$ cat config.mk
export PLATFORM = sky130hd
export DESIGN_NAME = sql_statement_splitter
export DESIGN_NICKNAME = d
export VERILOG_FILES = /design/src/design/sqlss_pkg.sv /design/src/design/sqlss_core.sv /design/src/design/sqlss_outbuf.sv /design/src/design/sql_statement_splitter.sv
export SDC_FILE = /design/constraint.sdc
export NUM_CORES = 2
export LEC_CHECK = 0
export ABC_CLOCK_PERIOD_IN_PS = 17900
export BUFFER_PORTS_ARGS = -buffer_cell sky130_fd_sc_hd__buf_2
export CAP_MARGIN = 20
export CORE_MARGIN = 1
export CORE_UTILIZATION = 60
export CTS_CLUSTER_SIZE = 30
export DETAILED_ROUTE_END_ITERATION = 6
export GPL_ROUTABILITY_DRIVEN = 0
export GPL_TIMING_DRIVEN = 0
export PLACE_DENSITY = 0.82
export SYNTH_ARGS = -nofsm -noshare
export SYNTH_HDL_FRONTEND = slang
export SYNTH_HIERARCHICAL = 1
export SYNTH_SLANG_ARGS = --single-unit
$ cat constraint.sdc
create_clock -name aclk -period 17.9 [get_ports aclk]
set_input_delay 2.685 -clock aclk [delete_from_list [all_inputs] [get_ports aclk]]
set_output_delay 2.685 -clock aclk [all_outputs]
set_load 0.1 [all_outputs]
$ cat src/design/sqlss_pkg.sv
package sqlss_pkg;

    localparam int MAX_TAG = 64;
    localparam int TAG_AW  = $clog2(MAX_TAG);
    localparam int TAG_LW  = $clog2(MAX_TAG + 2);

    localparam logic [TAG_LW-1:0] TAG_ONE      = TAG_LW'(1);
    localparam logic [TAG_LW-1:0] TAG_FULL_LEN = TAG_LW'(MAX_TAG);
    localparam logic [TAG_LW-1:0] TAG_OVF_LEN  = TAG_LW'(MAX_TAG + 1);

    localparam logic [7:0] CH_SEMI   = 8'h3B;
    localparam logic [7:0] CH_DOLLAR = 8'h24;
    localparam logic [7:0] CH_SLASH  = 8'h2F;
    localparam logic [7:0] CH_STAR   = 8'h2A;
    localparam logic [7:0] CH_DASH   = 8'h2D;
    localparam logic [7:0] CH_NL     = 8'h0A;
    localparam logic [7:0] CH_SQUOTE = 8'h27;
    localparam logic [7:0] CH_DQUOTE = 8'h22;
    localparam logic [7:0] CH_NUL    = 8'h00;

    typedef enum logic [3:0] {
        Q_NONE   = 4'b0001,
        Q_SINGLE = 4'b0010,
        Q_DOUBLE = 4'b0100,
        Q_DOLLAR = 4'b1000
    } quote_t;

    typedef enum logic [2:0] {
        C_NONE  = 3'b001,
        C_LINE  = 3'b010,
        C_BLOCK = 3'b100
    } comment_t;

    typedef enum logic [3:0] {
        SK_ALL        = 4'b0001,
        SK_FROM_END   = 4'b0010,
        SK_NONE       = 4'b0100,
        SK_FROM_START = 4'b1000
    } skip_t;

    typedef logic [MAX_TAG-1:0][7:0] tag_arr_t;

    typedef struct packed {
        quote_t              quote;
        comment_t            comment;
        skip_t               skip;
        logic                dstart;
        logic [TAG_LW-1:0]   tag_len;
        logic [MAX_TAG-1:0]  dmatch;
        logic                at_start;
        logic                ovf;
    } ctx_t;

    typedef struct packed {
        ctx_t               nxt;
        logic               emit;
        logic               stmt_end;
        logic               ovf;
        logic               tag_we;
        logic [TAG_AW-1:0]  tag_addr;
        logic [7:0]         tag_data;
    } proc_res_t;

    typedef struct packed {
        logic [7:0] stmt_byte;
        logic       stmt_end;
        logic       tag_overflow;
        logic       last_of_run;
    } out_item_t;

    typedef struct packed {
        logic [1:0] cnt;
        out_item_t  r0;
        out_item_t  r1;
    } batch_t;

    function automatic logic is_ws(logic [7:0] c);
        return c inside {8'h20, [8'h09:8'h0D]};
    endfunction

    function automatic ctx_t ctx_reset();
        ctx_t t;
        t.quote    = Q_NONE;
        t.comment  = C_NONE;
        t.skip     = SK_ALL;
        t.dstart   = 1'b0;
        t.tag_len  = '0;
        t.dmatch   = '0;
        t.at_start = 1'b1;
        t.ovf      = 1'b0;
        return t;
    endfunction

    function automatic tag_arr_t tag_write(tag_arr_t tag, logic we, logic [TAG_AW-1:0] addr,
                                           logic [7:0] data);
        tag_arr_t t;
        t = tag;
        if (we) begin
            t[addr] = data;
        end
        return t;
    endfunction

    // One character of the splitter with its one-byte lookahead. The dollar
    // close search keeps one bit per tag prefix that matches the recent text.
    function automatic proc_res_t sqlss_proc(ctx_t s, tag_arr_t tag, logic [7:0] c,
                                             logic [7:0] n, logic last);
        proc_res_t          r;
        ctx_t               t;
        skip_t              ph;
        logic               was;
        logic               done;
        logic               opened;
        logic [MAX_TAG-1:0] dn;
        logic [TAG_LW-1:0]  lm1;
        r          = '0;
        r.nxt      = s;
        r.tag_data = c;
        t          = s;
        ph         = s.skip;
        was        = s.dstart;
        done       = 1'b0;
        opened     = 1'b0;
        dn         = '0;
        lm1        = '0;
        if (!(s.at_start && is_ws(c))) begin
            t.skip = SK_ALL;
            if (ph == SK_ALL && s.comment == C_NONE) begin
                if (c == CH_SQUOTE) begin
                    if (t.quote == Q_NONE) begin
                        t.quote  = Q_SINGLE;
                        t.dstart = 1'b0;
                    end else if (t.quote == Q_SINGLE) begin
                        t.quote = Q_NONE;
                    end
                end else if (c == CH_DQUOTE) begin
                    if (t.quote == Q_NONE) begin
                        t.quote  = Q_DOUBLE;
                        t.dstart = 1'b0;
                    end else if (t.quote == Q_DOUBLE) begin
                        t.quote = Q_NONE;
                    end
                end else if (c == CH_DOLLAR && t.quote == Q_NONE) begin
                    if (!t.dstart) begin
                        r.tag_we   = 1'b1;
                        r.tag_addr = '0;
                        r.tag_data = CH_DOLLAR;
                        t.tag_len  = TAG_ONE;
                        t.dstart   = 1'b1;
                    end else begin
                        if (t.tag_len > TAG_FULL_LEN) begin
                            t.ovf     = 1'b1;
                            t.tag_len = TAG_FULL_LEN;
                        end
                        t.quote  = Q_DOLLAR;
                        t.dmatch = '0;
                        t.dstart = 1'b0;
                        opened   = 1'b1;
                    end
                end
                if (t.quote == Q_DOLLAR && !opened) begin
                    dn[0] = (tag[0] == c);
                    for (int j = 1; j < MAX_TAG; j++) begin
                        dn[j] = t.dmatch[j-1] & (tag[j] == c);
                    end
                    lm1 = t.tag_len - TAG_ONE;
                    if (dn[lm1[TAG_AW-1:0]]) begin
                        t.quote  = Q_NONE;
                        t.skip   = SK_FROM_START;
                        t.dmatch = '0;
                        done     = 1'b1;
                    end else begin
                        t.dmatch = dn;
                    end
                end
            end
            if (was && t.dstart) begin
                if (t.tag_len < TAG_FULL_LEN) begin
                    r.tag_we   = 1'b1;
                    r.tag_addr = t.tag_len[TAG_AW-1:0];
                    r.tag_data = c;
                    t.tag_len  = t.tag_len + TAG_ONE;
                end else begin
                    t.tag_len = TAG_OVF_LEN;
                end
            end
            if (!done && (ph == SK_ALL || ph == SK_FROM_START) &&
                t.comment == C_NONE && t.quote == Q_NONE) begin
                if (c == CH_SLASH && n == CH_STAR) begin
                    t.comment = C_BLOCK;
                    t.skip    = SK_FROM_END;
                    done      = 1'b1;
                end else if (c == CH_DASH && n == CH_DASH) begin
                    t.comment = C_LINE;
                    t.skip    = SK_FROM_END;
                    done      = 1'b1;
                end
            end
            if (!done && ph != SK_NONE && t.comment == C_BLOCK && c == CH_STAR &&
                n == CH_SLASH) begin
                t.comment = C_NONE;
                t.skip    = SK_NONE;
                done      = 1'b1;
            end
            if (!done && t.comment == C_LINE && c == CH_NL) begin
                t.comment = C_NONE;
            end
            if (!done && t.quote == Q_NONE && t.comment == C_NONE && c == CH_SEMI) begin
                t = ctx_reset();
            end else begin
                t.at_start = 1'b0;
                r.emit     = 1'b1;
                r.stmt_end = last || (n == CH_SEMI && t.quote == Q_NONE &&
                                      t.comment == C_NONE);
                r.ovf      = t.ovf;
            end
            r.nxt = t;
        end
        return r;
    endfunction

endpackage

$ cat src/design/sqlss_core.sv
module sqlss_core (
    input  logic              aclk,
    input  logic              aresetn,
    input  logic              go,
    input  logic [7:0]        text_byte,
    input  logic              end_of_text,
    output sqlss_pkg::batch_t batch
);
    import sqlss_pkg::*;

    ctx_t      ctx_reg, ctx_next;
    tag_arr_t  tag_reg, tag_next;
    tag_arr_t  tag_mid;
    logic [7:0] held_byte_reg, held_byte_next;
    logic      held_valid_reg, held_valid_next;
    proc_res_t p1, p2;
    out_item_t i1, i2;
    logic      use2;

    always_comb begin
        p1     = '0;
        p1.nxt = ctx_reg;
        if (held_valid_reg) begin
            p1 = sqlss_proc(ctx_reg, tag_reg, held_byte_reg, text_byte, 1'b0);
        end
        tag_mid = tag_write(tag_reg, p1.tag_we, p1.tag_addr, p1.tag_data);
        p2      = sqlss_proc(p1.nxt, tag_mid, text_byte, CH_NUL, 1'b1);

        ctx_next        = ctx_reg;
        tag_next        = tag_reg;
        held_byte_next  = held_byte_reg;
        held_valid_next = held_valid_reg;
        if (go) begin
            tag_next = tag_mid;
            if (end_of_text) begin
                ctx_next        = ctx_reset();
                held_byte_next  = '0;
                held_valid_next = 1'b0;
            end else begin
                ctx_next        = p1.nxt;
                held_byte_next  = text_byte;
                held_valid_next = 1'b1;
            end
        end

        use2 = end_of_text && p2.emit;
        i1   = '{stmt_byte: held_byte_reg, stmt_end: p1.stmt_end,
                 tag_overflow: p1.ovf, last_of_run: !use2};
        i2   = '{stmt_byte: text_byte, stmt_end: p2.stmt_end,
                 tag_overflow: p2.ovf, last_of_run: 1'b1};
        batch = '0;
        if (p1.emit) begin
            batch.r0  = i1;
            batch.r1  = i2;
            batch.cnt = use2 ? 2'd2 : 2'd1;
        end else begin
            batch.r0  = i2;
            batch.r1  = i2;
            batch.cnt = use2 ? 2'd1 : 2'd0;
        end
    end

    always_ff @(posedge aclk) begin
        if (!aresetn) begin
            ctx_reg        <= ctx_reset();
            held_byte_reg  <= '0;
            held_valid_reg <= 1'b0;
        end else begin
            ctx_reg        <= ctx_next;
            held_byte_reg  <= held_byte_next;
            held_valid_reg <= held_valid_next;
        end
    end

    always_ff @(posedge aclk) begin
        tag_reg <= tag_next;
    end

endmodule

$ cat src/design/sqlss_outbuf.sv
module sqlss_outbuf (
    input  logic                 aclk,
    input  logic                 aresetn,
    input  logic                 load,
    input  sqlss_pkg::batch_t    batch,
    input  logic                 m_tready,
    output logic                 m_tvalid,
    output sqlss_pkg::out_item_t head,
    output logic                 room
);
    import sqlss_pkg::*;

    out_item_t  s0_reg, s0_next;
    out_item_t  s1_reg, s1_next;
    logic [1:0] cnt_reg, cnt_next;
    logic       pop;

    assign m_tvalid = (cnt_reg != 2'd0);
    assign head     = s0_reg;
    assign pop      = m_tvalid && m_tready;
    assign room     = (cnt_reg == 2'd0) || (cnt_reg == 2'd1 && m_tready);

    always_comb begin
        s0_next  = s0_reg;
        s1_next  = s1_reg;
        cnt_next = cnt_reg;
        if (load) begin
            s0_next  = batch.r0;
            s1_next  = batch.r1;
            cnt_next = batch.cnt;
        end else if (pop) begin
            s0_next  = s1_reg;
            cnt_next = cnt_reg - 2'd1;
        end
    end

    always_ff @(posedge aclk) begin
        if (!aresetn) begin
            cnt_reg <= 2'd0;
        end else begin
            cnt_reg <= cnt_next;
        end
    end

    always_ff @(posedge aclk) begin
        s0_reg <= s0_next;
        s1_reg <= s1_next;
    end

endmodule

$ cat src/design/sql_statement_splitter.sv
// Channel | Dir | tdata              | tlast        | tuser
// s_      | in  | [7:0] text_byte    | end_of_text  | -
// m_      | out | [7:0] stmt_byte    | stmt_end     | [0] tag_overflow, [1] last_of_run
//
// A word is taken into the input register and resolved once the result register has room,
// so one input word per cycle is sustained when each word gives at most one result and
// m_ does not stall. The final word of a text can give two results; the next word then
// waits and is resolved as the second of them leaves the two-slot result register.
// Reset is synchronous and active low and returns the block to the start of a statement.
// A stall on m_ holds the result register and, through it, the input register.
module sql_statement_splitter (
    input  logic       aclk,
    input  logic       aresetn,
    input  logic       s_tvalid,
    output logic       s_tready,
    input  logic [7:0] s_tdata,   // [7:0] text_byte
    input  logic       s_tlast,
    output logic       m_tvalid,
    input  logic       m_tready,
    output logic [7:0] m_tdata,   // [7:0] stmt_byte
    output logic       m_tlast,
    output logic [1:0] m_tuser    // [0] tag_overflow, [1] last_of_run
);
    import sqlss_pkg::*;

    logic       in_valid_reg, in_valid_next;
    logic [7:0] in_byte_reg, in_byte_next;
    logic       in_eot_reg, in_eot_next;
    logic       room;
    logic       go;
    batch_t     batch;
    out_item_t  head;

    assign go       = in_valid_reg && room;
    assign s_tready = !in_valid_reg || room;

    always_comb begin
        in_valid_next = in_valid_reg;
        in_byte_next  = in_byte_reg;
        in_eot_next   = in_eot_reg;
        if (s_tready) begin
            in_valid_next = s_tvalid;
            in_byte_next  = s_tdata;
            in_eot_next   = s_tlast;
        end
    end

    always_ff @(posedge aclk) begin
        if (!aresetn) begin
            in_valid_reg <= 1'b0;
        end else begin
            in_valid_reg <= in_valid_next;
        end
    end

    always_ff @(posedge aclk) begin
        in_byte_reg <= in_byte_next;
        in_eot_reg  <= in_eot_next;
    end

    sqlss_core u_core (
        .aclk        (aclk),
        .aresetn     (aresetn),
        .go          (go),
        .text_byte   (in_byte_reg),
        .end_of_text (in_eot_reg),
        .batch       (batch)
    );

    sqlss_outbuf u_outbuf (
        .aclk     (aclk),
        .aresetn  (aresetn),
        .load     (go),
        .batch    (batch),
        .m_tready (m_tready),
        .m_tvalid (m_tvalid),
        .head     (head),
        .room     (room)
    );

    assign m_tdata = head.stmt_byte;
    assign m_tlast = head.stmt_end;
    assign m_tuser = {head.last_of_run, head.tag_overflow};

    a_empty_takes_input: assert property (@(posedge aclk) disable iff (!aresetn)
        !m_tvalid |-> s_tready)
        else $error("input stalled while no result is pending");

    a_two_only_at_end: assert property (@(posedge aclk) disable iff (!aresetn)
        (go && batch.cnt == 2'd2) |-> in_eot_reg)
        else $error("two results from a word that does not end the text");

    a_run_marks: assert property (@(posedge aclk) disable iff (!aresetn)
        go |-> ((batch.cnt == 2'd1 && batch.r0.last_of_run) ||
                (batch.cnt == 2'd2 && !batch.r0.last_of_run && batch.r1.last_of_run) ||
                (batch.cnt == 2'd0)))
        else $error("last result of a word is not marked");

endmodule

# Word-level counts from Yosys, hierarchy flattened

Cells that the tools add are included.

Register bits: 640
Word-level logic and storage cells: 613
Input bits: 13

Magnitude comparators: 12
Add/subtract/negate cells: 4
Equality and inequality tests: 168
Mux-type cells: 163
Reductions and logical operators: 54
Bitwise operators: 126

Operators by type and width:

| operator                                                                      | number |
|---|---|
| 8-bit == test                                                                 | 128 |
| 71-bit two-way mux                                                            | 9 |
| 512-bit bitwise mux                                                           | 1 |
| 512-bit two-way mux                                                           | 1 |
| 64-bit two-way mux                                                            | 6 |
| 76-bit two-way mux                                                            | 5 |
| 15-bit two-way mux                                                            | 14 |
| 103-bit two-way mux                                                           | 2 |
| 72-bit two-way mux                                                            | 2 |
| 4-bit two-way mux                                                             | 34 |
| 8-bit by 6-bit == test with 1-bit output (second input constant)              | 16 |
| 1-bit AND                                                                     | 126 |
| 85-bit two-way mux                                                            | 1 |
| 7-bit two-way mux                                                             | 12 |
| 83-bit two-way mux                                                            | 1 |
| 1-bit two-way mux                                                             | 54 |
| 8-bit demux with 6-bit select                                                 | 1 |
| 1-bit logical AND                                                             | 38 |
| 8-bit two-way mux                                                             | 4 |
| 4-bit by 1-bit == test with 1-bit output (second input constant)              | 6 |
| 24-bit two-way mux                                                            | 1 |
| 11-bit two-way mux                                                            | 2 |
| 6-bit by 7-bit less-than comparator with 1-bit output (second input constant) | 3 |
| 3-bit two-way mux                                                             | 7 |
| 24 further kinds                                                              | 53 |

# Logic depth before layout (Yosys ltp)

Word-level depth: 73
Mapped depth: 25
Gate-level depth less buffers: 21

# Hierarchy

The synthesis kept the hierarchy.

Modules (own cells, without submodules):

| module                 | cells an instance | instances | area each (µm²) |
|---|---|---|---|
| sqlss_core             | 3380              | 1         | 33080.5 |
| sqlss_outbuf           | 53                | 1         | 973.4 |
| sql_statement_splitter | 14                | 1         | 326.6 |

# Least setup slack after synthesis

No wires, ideal clock.

Kind: input port to flip-flop
Start point: input port m_tready
End point: register u_core/ctx_reg[43] (netlist bit)
Arrival time: 11.330 ns
Slack: 6.455 ns
Stages on the path: 8
Setup time: 0.115 ns
Data required time: 17.785 ns
Path through: nand2_1 nand2_1 and2_2 o21ai_1 buf_2 nand2_1 o21ai_0 and2_1

Longest elaborated chain between the ends: 3

Ends and longest elaborated chain:

| what                 | RTL line                     | text |
|---|---|---|
| start, declared      | sql_statement_splitter.sv:19 | `input logic m_tready,` |
| 1-bit logical AND    | sqlss_outbuf.sv:21           | `assign room = (cnt_reg == 2'd0) \|\| (cnt_reg == 2'd1 && m_tready);` |
| 1-bit logical OR     | sqlss_outbuf.sv:21           |  |
| net room             | sql_statement_splitter.sv:29 | `logic room;` |
| 1-bit logical AND    | sql_statement_splitter.sv:34 | `assign go = in_valid_reg && room;` |
| net go               | sql_statement_splitter.sv:30 | `logic go;` |
| end signal, assigned | sqlss_core.sv:65             | `ctx_reg <= ctx_reset();` |
| end signal, assigned | sqlss_core.sv:69             | `ctx_reg <= ctx_next;` |
| end, declared        | sqlss_core.sv:11             | `ctx_t ctx_reg, ctx_next;` |

The timed path passes the listed nets, and every way through them passes these cells.
A chain may end at the register's enable or synchronous reset.

==> results.toml <==
[outcome]
status = "finished, violations left"
violations = "DRC"

[yosys]
ys_types = 94
synth-main-ff-cell = "edfxtp_1"
synth_area_per_cell_sq_um = 9.97
synth_edf_count = 543
yosysSeqAreaShare_pct = 53.0
syn_nets = 3468
mappedNetlistArea_sq_um = 34400
ys_async_sr_fraction_pct = 0
synth_seq_cells = 639
yosys_warnings = 6
syn_inst = 3447

[worst_setup_path]
critical_path_buf_inv_count = 7
slowest_stage = "o31ai_1"
crit_required_ns = 18.26
path_delay_family = "compound AO/OA/AOI/OAI gates"
path_depth = 24
arrival_ns = 8.15
criticalPathCategory = "reg2reg"
cpPeakStageDelay_ns = 1.03
end_kind = "register"
path_common_cell = "buf_2"
cp-start-kind = "register"
crit_fanout = 10
reg2reg_depth = 24
path_cells = "buf_2 -> nor4b_4 -> nand4_1 -> inv_2 -> a22o_1 -> inv_2 -> buf_2 -> buf_2 -> ha_1 -> clkbuf_1 -> nand2_1 -> a21oi_1 -> o31ai_1 -> a211oi_1 -> a31oi_1 -> nand2_1 -> a31oi_1 -> a211oi_1 -> nor3_2 -> nor2_4 -> nor2b_1 -> ha_1 -> inv_1 -> mux2_4"

[hold_path]
hold_depth = 2
hold_path.class = "reg2reg"

[finish]
syn2layout_area_growth_pct = 11.1
drive_gt1_share_pct = 8.13
register_area_sq_um = 18200
design_area_sq_um = 38200
nNetsFinal = 3591
multi_input_area_sq_um = 15000
fillers = 4202
largest_reg_flops = 512
fin_cells = 4386

[drt]
via_count = 28705
viasPerCell = 6.54
drt_first_pass_iters = 7
ant_nets = 0
wl_per_cell_microns = 25.1
wl_microns = 110000
route.detailed.drc = 85
drtIter0Drc = 4864

[clock_tree]
holdBufCountCts = 0
post_cts_buffers = 0
cts_resized = 0
path_clk_slew_ns = 0.06
cts_tree = "yes"
cts-htree-levels = 3
cts_buffer_depth = 3
clkLatencyLatePin_ns = 0.63
cts_made_buffers = 69
clock_sinks = 639
cts_root_buf = "clkbuf_16"

[floorplan]
die_h_microns = 241
ios = 26
start_util_pct = 60.9
rows = 87
die_w_microns = 241
die_area_sq_um = 58300
core_sq_um = 56500

[global_routing]
grt_util_all_layers_pct = 37.6
antenna_found_initial = 6
first_global_vias = 26336
grt_max_degree = 71
grt-ovfl-total = 0
grt_pass1_wl_microns = 161000

[sta]
setup_viol = 0
setup-tns-final_ns = 0
fmax_ghz = 0.128
fin_skew_ns = 0.0233
rsz0062_at_grt = "false"
drv_slew = 0
timing.final.crit_share_pct = 43.5
max_slew.worst_pin.slew_ns = 1.29
slew_headroom_pct = 13.4
period_needed_ns = 7.79
finalHoldViolCount = 0
hold_slack_ns = 0.491

[place]
io_buffers = 25
place_inst = 4251
postPlaceCellArea_sq_um = 35900
place_hpwl_microns = 72400

[pwr]
p_per_area_nw_per_um2 = 91.2
power_frac_seq_pct = 47.9
switchingPower_uw = 903
comb_power_share_pct = 11.3
ir_drop_v = 0.0000987
pwr-share-clk_pct = 40.8
internal_power_uw = 2580
switching_share_pct = 25.9
leakage_uw = 0.0133

[run]
maxCapViolCount = 0
through the flow:
step | util [%] | setup slack (ns) | power, uW
floorplan | - | 6.46 | 2000
global placement | 62.8 | 0.375 | 2120
detailed placement | 63.6 | 10.93 | 2080
CTS | 67.5 | 10.92 | 3480
global route | 67.6 | 10.15 | 3560
finish | 67.6 | 10.11 | 3490
cells by family (layout without fill, tap and decap cells):
kind of cell | count (synthesis) | count (layout) | share of synthesized area [%]
AOI/OAI and AO/OA | 754 | 754 | 12.3
xor gates and xnor gates | 517 | 517 | 13.2
adders and majority gates | 8 | 8 | 0.291
buffers and inverters | 275 | 455 | 3.45
DFF | 639 | 639 | 53.0
muxes | 33 | 33 | 1.22
other | 1 | 4 | 0.0109
and+or+nand+nor | 1220 | 1220 | 16.5
cells in the mapped netlist (6+ instances only):
master / n / area share [%]
edfxtp_1: 543 / 47
a31oi_1: 13 / 0.24
nor3b_1: 6 / 0.13
xor2_1: 108 / 2.8
a21o_1: 9 / 0.20
clkbuf_1: 159 / 1.7
mux2_4: 8 / 0.35
mux2_2: 8 / 0.26
nor4_1: 37 / 0.67
nor2b_1: 74 / 1.3
nand3_1: 71 / 1.0
a21oi_1: 40 / 0.58
buf_4: 16 / 0.35
buf_1: 12 / 0.13
nor3_1: 78 / 1.1
nand4_1: 69 / 1.3
ha_1: 8 / 0.29
or4_1: 7 / 0.15
nand2_1: 724 / 7.9
and3_1: 11 / 0.20
buf_2: 58 / 0.84
mux2i_1: 14 / 0.41
nor2_1: 64 / 0.70
xnor2_1: 409 / 10
a22oi_1: 62 / 1.4
o22ai_1: 11 / 0.20
nand2b_1: 10 / 0.18
and2_1: 21 / 0.38
inv_1: 23 / 0.25
o21ai_0: 547 / 8.0
o21ai_1: 9 / 0.13
dfxtp_1: 96 / 5.6
worst reg2reg max path: cells and delay by family (launching register included):
| kind | cells | cell delay (ns) |
|---|---|---|
| compound gates | 7 | 2.54 |
| mux | 1 | 0.24 |
| fa+ha+maj | 2 | 0.47 |
| flops | 1 | 0.32 |
| simple gates | 7 | 1.97 |
| buf+inv | 7 | 2.00 |
final timing paths:
| check | slack [ns] | start | to |
|---|---|---|---|
| hold reg to reg | 0.49 | u_core/ctx_reg[37]$_SDFFE_PN0P_ | u_core/ctx_reg[37]$_SDFFE_PN0P_ |
| hold / removal | 0.49 | u_core/ctx_reg[37]$_SDFFE_PN0P_ | u_core/ctx_reg[37]$_SDFFE_PN0P_ |
| setup reg to reg | 10.11 | u_core/held_byte_reg[6]$_SDFFE_PN0P_ | u_outbuf/head[0]$_DFFE_PP_ |
| setup / recovery | 10.11 | u_core/held_byte_reg[6]$_SDFFE_PN0P_ | u_outbuf/head[0]$_DFFE_PP_ |
power by group through the flow:
stage / registers, uW / clock network [uW] / logic, uW
after floorplan: 1780 / 0 / 219
after global placement: 1770 / 0 / 356
after detailed placement: 1700 / 0 / 379
after CTS: 1670 / 1420 / 381
after global routing: 1670 / 1480 / 406
final: 1670 / 1420 / 396
final cells by class:
| class | instances | area share (%) |
|---|---|---|
| Antenna cell | 3 | 0.0196 |
| Tap cell | 756 | 2.48 |
| Buffer | 248 | 2.84 |
| Inverter | 27 | 0.265 |
| Multi-Input combinational cell | 2533 | 39.3 |
| Sequential cell | 639 | 47.7 |
| Timing Repair Buffer | 52 | 1.51 |
| Clock buffer | 103 | 5.42 |
| Clock inverter | 25 | 0.449 |
placed cells by master, fill, tap and decap left out, types with 69 or more instances in the layout:
cell       synthesis  final
buf_2             58     83
xnor2_1          409    409
nand3_1           71     71
nand2_1          724    724
clkbuf_1         159    176
edfxtp_1         543    543
nor2b_1           74     74
xor2_1           108    108
nor3_1            78     74
o21ai_0          547    547
clkbuf_16          0     73
nand4_1           69     69
dfxtp_1           96     96
per-layer routing:
| metal | GRT usage, % | routed length [microns] | up-vias | part of all wire, % |
|---|---|---|---|---|
| li1 | - | - | 12427 | - |
| met1 | 48.3 | 38800 | 13401 | 35 |
| met2 | 55.6 | 46900 | 2325 | 43 |
| met3 | 13.0 | 17100 | 548 | 16 |
| met4 | 20.7 | 7110 | 4 | 6.5 |
| met5 | 0 | 26 | - | 0.024 |
Note: power is estimated with default switching activity, not from simulation.
